`src/wppf_pkg.sv`:
```
package wppf_pkg;

  localparam int ENTRY_COUNT_DEF = 16;
  localparam logic [23:0] ADDR_MASK_MIRROR = 24'hf0ffff;
  localparam logic [23:0] ADDR_MASK_24 = 24'hffffff;
  localparam logic [23:0] WIN1_LO = 24'h100000;
  localparam logic [23:0] WIN1_HI = 24'h200000;
  localparam logic [23:0] WIN2_LO = 24'hd00000;
  localparam logic [23:0] WIN2_HI = 24'he00000;
  localparam logic [23:0] MIRROR_OFS = 24'h00ffff;

  localparam logic [2:0] OP_ADD = 3'd0;
  localparam logic [2:0] OP_REMOVE = 3'd1;
  localparam logic [2:0] OP_SET_EN = 3'd2;
  localparam logic [2:0] OP_FILTER = 3'd3;
  localparam logic [2:0] OP_CLEAR = 3'd4;

  typedef enum logic [2:0] {
    ST_IDLE,
    ST_BYTE,
    ST_ADD,
    ST_DONE
  } state_t;

  typedef struct packed {
    logic load;
    logic byte_step;
    logic commit_add;
    logic finish;
  } cmd_t;

  typedef struct packed {
    logic [2:0] op;
    logic       last_byte;
  } status_t;

  function automatic logic in_mirror(input logic [23:0] a);
    return (a >= WIN1_LO && a < WIN1_HI) || (a >= WIN2_LO && a < WIN2_HI);
  endfunction

  function automatic logic [23:0] fold_addr(input logic [23:0] a);
    if (a >= WIN1_LO && a < WIN1_HI) return WIN1_LO | (a & MIRROR_OFS);
    if (a >= WIN2_LO && a < WIN2_HI) return WIN2_LO | (a & MIRROR_OFS);
    return a;
  endfunction

  function automatic logic [31:0] size_mask(input logic [1:0] sc);
    case (sc)
      2'd0: return 32'h0000_00ff;
      2'd1: return 32'h0000_ffff;
      default: return 32'hffff_ffff;
    endcase
  endfunction

  // Byte k, big endian, of a value n = 1 << sc bytes long.
  function automatic logic [7:0] byte_of(input logic [31:0] v, input logic [1:0] sc,
                                         input logic [1:0] k);
    logic [1:0] sh;
    logic [2:0] n;
    n = 3'd1 << sc;
    sh = 2'(n - 3'd1 - {1'b0, k});
    return 8'(v >> {sh, 3'b000});
  endfunction

endpackage

```
`src/wppf_ctrl.sv`:
```
module wppf_ctrl
  import wppf_pkg::*;
(
  input  logic    clk,
  input  logic    rst,
  input  logic    s_tvalid,
  output logic    s_tready,
  output logic    m_tvalid,
  input  logic    m_tready,
  input  status_t stat,
  output cmd_t    cmd
);

  state_t state, state_next;

  always_ff @(posedge clk) begin
    if (rst) begin
      state <= ST_IDLE;
    end else begin
      state <= state_next;
    end
  end

  always_comb begin
    state_next = state;
    cmd = '0;
    s_tready = 1'b0;
    m_tvalid = 1'b0;
    case (state)
      ST_IDLE: begin
        s_tready = 1'b1;
        if (s_tvalid) begin
          cmd.load = 1'b1;
          case (stat.op)
            OP_FILTER: state_next = ST_BYTE;
            OP_ADD: state_next = ST_ADD;
            default: begin
              cmd.finish = 1'b1;
              state_next = ST_DONE;
            end
          endcase
        end
      end
      ST_BYTE: begin
        cmd.byte_step = 1'b1;
        if (stat.last_byte) begin
          state_next = ST_DONE;
        end
      end
      ST_ADD: begin
        cmd.commit_add = 1'b1;
        state_next = ST_DONE;
      end
      ST_DONE: begin
        m_tvalid = 1'b1;
        if (m_tready) begin
          state_next = ST_IDLE;
        end
      end
      default: state_next = ST_IDLE;
    endcase
  end

`ifndef ASSERT_OFF
  a_no_accept_busy: assert property (@(posedge clk) disable iff (rst)
    (state != ST_IDLE) |-> !s_tready) else $error("accept while busy");
  a_out_after_work: assert property (@(posedge clk) disable iff (rst)
    $rose(m_tvalid) |-> $past(state) != ST_IDLE || $past(cmd.finish))
    else $error("result without work");
  a_hold_done: assert property (@(posedge clk) disable iff (rst)
    (m_tvalid && !m_tready) |=> m_tvalid) else $error("result dropped");
`endif

endmodule

```
`config.mk`:
```
export PLATFORM = sky130hd
export DESIGN_NAME = wppf_ctrl
export DESIGN_NICKNAME = d
export VERILOG_FILES = /design/src/wppf_pkg.sv /design/src/wppf_ctrl.sv
export SDC_FILE = /design/constraint.sdc
export NUM_CORES = 1
export LEC_CHECK = 0
export BUFFER_PORTS_ARGS = -buffer_cell sky130_fd_sc_hd__buf_2
export CORE_AREA = 2 2 39 41
export DETAILED_ROUTE_END_ITERATION = 16
export DIE_AREA = 0 0 41 43
export GPL_TIMING_DRIVEN = 0
export SYNTH_ARGS = -nofsm -noshare
export SYNTH_HDL_FRONTEND = slang
export SYNTH_SLANG_ARGS = --single-unit
```
`constraint.sdc`:
```
create_clock -name clk -period 2.4 [get_ports clk]
set_input_delay 0.48 -clock clk [delete_from_list [all_inputs] [get_ports clk]]
set_output_delay 0.48 -clock clk [all_outputs]
set_load 0.1 [all_outputs]
```
# Word level (Yosys, flattened, before mapping)
# Cells that the tools add are included.
[classes]
eq_ne = 7
n_mux = 14
reduce_logical = 4
[ops]
columns = ["op", "count"]
rows = [
  ["3-bit one-hot mux with 4 select lines", 1],
  ["3-bit by 2-bit == test with 1-bit output (second input constant)", 3],
  ["1-bit two-way mux", 9],
  ["3-bit two-way mux", 3],
  ["3-bit zero test", 2],
  ["2-bit != test (second input constant)", 3],
  ["2-bit one-hot mux with 2 select lines", 1],
  ["3-bit by 1-bit == test with 1-bit output (second input constant)", 1],
  ["3-bit AND reduction", 1],
  ["2-bit OR reduction", 1],
]
[totals]
reg_bits = 3
inputBits = 8
output_inout_bits = 6
word_cells = 26

# Logic depth before layout (Yosys ltp)
[depth]
word_depth = 5
ltp_mapped = 5
mapped_depth_nobuf = 5

# Least setup slack after synthesis
# OpenSTA, ideal clock, no wires.
[synth_timing]
path_type = "register to output"
startpoint = "reg state[0]"
endpoint = "out cmd[0] in the netlist's numbering"
arrival_time_ps = 2686
required_time_ps = 1920
path_slack_ps = -766
path_stages_with_launch = 5
n_path_buf = 0
path_cell_list = "dfxtp_1 -> inv_1 -> ha_1 -> and2_2 -> o21a_1"
[synth_rtl]
columns = ["item", "line_no", "source"]
rows = [
  ["from (decl)", "wppf_ctrl.sv:14", "state_t state, state_next;"],
  ["from (signal assigned)", "wppf_ctrl.sv:20", "state <= state_next;"],
  ["to (decl)", "wppf_ctrl.sv:11", "output cmd_t cmd"],
]

==> reports/qor.csv <==
metric,value,unit
Crit path required time,1.92,ns
Vias per Instance,4.11,
fin crit period,2.00,ns
CP max-delay cell,buf_2,
clock sink count,2,
drc violations,0,
Synth-to-Final Area Change,54.9,%
Vias,222,
reg-to-reg critical path startpoint,state[0],
Worst Path Arrival,1.52,ns
area of the multi-input gates,163,µm²
Largest regs,state: 2 flops,
IO Port Bufs,13,
number of global-route vias before repair,223,
clk_lat worst skew,0.22,ns
Worst Hold Depth,2,
Root Driver,clkbuf_4,
nets,52,
"delay-heaviest family, CP",buffers and inverters,
crit end category,output pin,
maximum single-stage delay on the critical path,0.41,ns
Initial Util,0.148,
Worst R2R Setup Slack,1.04,ns
Clock Path Buffers,2,
CTS buffer count,3,
Fmax,499,MHz
drt first pass iters,2,
total grt overflow,0,
Syn Nets,34,
post-CTS setup buffer count,0,
Top Ports,14,
post-synthesis sequential area ratio,0.195,
mapped cell area,205,µm²
worst-path maximum fanout,4,
post-cts sizing count,0,
ANT nets after route,0,
Final Max Slew Viols,0,
share of post-route cells with drive strength above 1,0.553,
"Distinct cells, synth",16,
CP Launch Type,register,
count of final setup violators,0,
row cnt,14,
reg-to-reg critical path endpoint,state[0],
Die Height,43,µm
drt wl/cell,8.76,µm
antenna cells,0,
RSZ-0062 raised after global routing,false,
Routed WL,473,µm
number of flip-flops in the largest register,2,
Setup crit start,state[0],
first-pass GRT wire length,772,µm
YS warnings,0,
final worst-path cycle share,0.835,
Cells after Synth,22,
Syn Area/Cell,9.33,µm²
largest net degree at the start of global routing,5,
initial antenna violation count,0,
drt first-iter violations,2,
WP buf/inv,2,
fill count,166,
critical-path cell list,inv_1 > ha_2 > and2_4 > o21a_2 > buf_2,
Fin Hold WS,0.492,ns
setup TNS,0,ns
status,finished clean,
max_slew headroom,0.680,
TritonCTS clock tree,yes,
end of the worst hold path,state[1],
worst reg-to-reg path cell count,5,
#FFs+latches synth,2,
number of hold violations in the final report,0,
reported max-cap violation count,0,
Die X,41,µm
total die area,1760,µm²
Biggest register,state,
Worst-path clk slew,0.03,ns
FF/Latch Area,40.0,µm²
H-tree depth,1,
WS Path Type,register to output pin,
Core Area,1380,µm²
Hold Buf Count CTS,0,
hold path startpoint,rst,
Worst Hold Class,primary input to register,
RD Place Congestion,0.569,
clk_skew,0.000934,ns
total track usage,0.0712,
transition time at the pin with the least slew margin,0.484,ns
[worst reg2reg max path: cells and delay by family (launching register included)]
family,cells,cell delay (ns)
flops,1,0.32
buf+inv,1,0.11
compound gates,1,0.21
fa+ha+maj,1,0.21
simple gates,2,0.41
[metal layers]
layer	vias to the layer above	wire length, µm	global-route usage
li1	112	-	-
met1	104	158	0.0577
met5	-	0	0
met2	6	277	0.109
met4	0	0	0.0600
met3	0	37	0.0471
[area by class of cell]
| class | count | area share |
|---|---|---|
| Inverter | 2 | 0.0236 |
| Tap cell | 16 | 0.0630 |
| Timing Repair Buffer | 13 | 0.205 |
| Clock buffer | 3 | 0.0709 |
| Multi-Input combinational cell | 18 | 0.512 |
| Sequential cell | 2 | 0.126 |
[worst max path at each step]
stage          endpoint  slack [ns]  depth (start not counted)
2_1_floorplan    cmd[0]       0.002                          4
3_3_place_gp     cmd[0]        0.65                          5
3_5_place_dp     cmd[0]        0.62                          5
4_1_cts          cmd[0]        0.37                          5
5_1_grt          cmd[0]        0.29                          5
6_report         cmd[0]        0.40                          5
[synth_stat cells, drive strengths merged]
cell / instances / area [µm²]
and3: 1 / 11.3
nor3: 1 / 5.00
or2b: 1 / 7.51
xor2: 1 / 8.76
nor4: 1 / 6.26
inv: 2 / 7.51
o32ai: 2 / 17.5
and2: 1 / 7.51
o2111ai: 1 / 8.76
nand2b: 2 / 20.0
ha: 4 / 50.1
o21a: 1 / 7.51
nor2: 1 / 3.75
dfxtp: 2 / 40.0
nand2: 1 / 3.75
[through the flow]
stage                      util  instances  setup slack, ns  cell area, µm²
after floorplan               -         22          0.00250             210
after global placement    0.213         51            0.645             295
after detailed placement  0.213         51            0.622             295
after CTS                 0.230         54            0.375             318
after global routing      0.230         54            0.292             318
final                     0.230         54            0.395             318
[placed cells by master (no fill, tap or decap), drive strengths merged]
master	netlist	routed
nor4	1	1
dfxtp	2	2
ha	4	4
nand2b	2	2
and3	1	1
xor2	1	1
nand2	1	1
o32ai	2	2
o21a	1	1
inv	2	2
nor3	1	1
o2111ai	1	1
and2	1	1
clkbuf	0	3
nor2	1	1
or2b	1	1
buf	0	13
[cell families (layout without fill, tap and decap cells)]
logic type	count (synthesis)	count (layout)	synth area share
simple gates	9	9	0.317
fa+ha+maj	4	4	0.244
xor+xnor	1	1	0.0427
compound gates	4	4	0.165
flops	2	2	0.195
buf+inv	2	18	0.0366
Power is not shown: default switching activity piles up to over one toggle a cycle in this logic, so the estimate is an artifact.
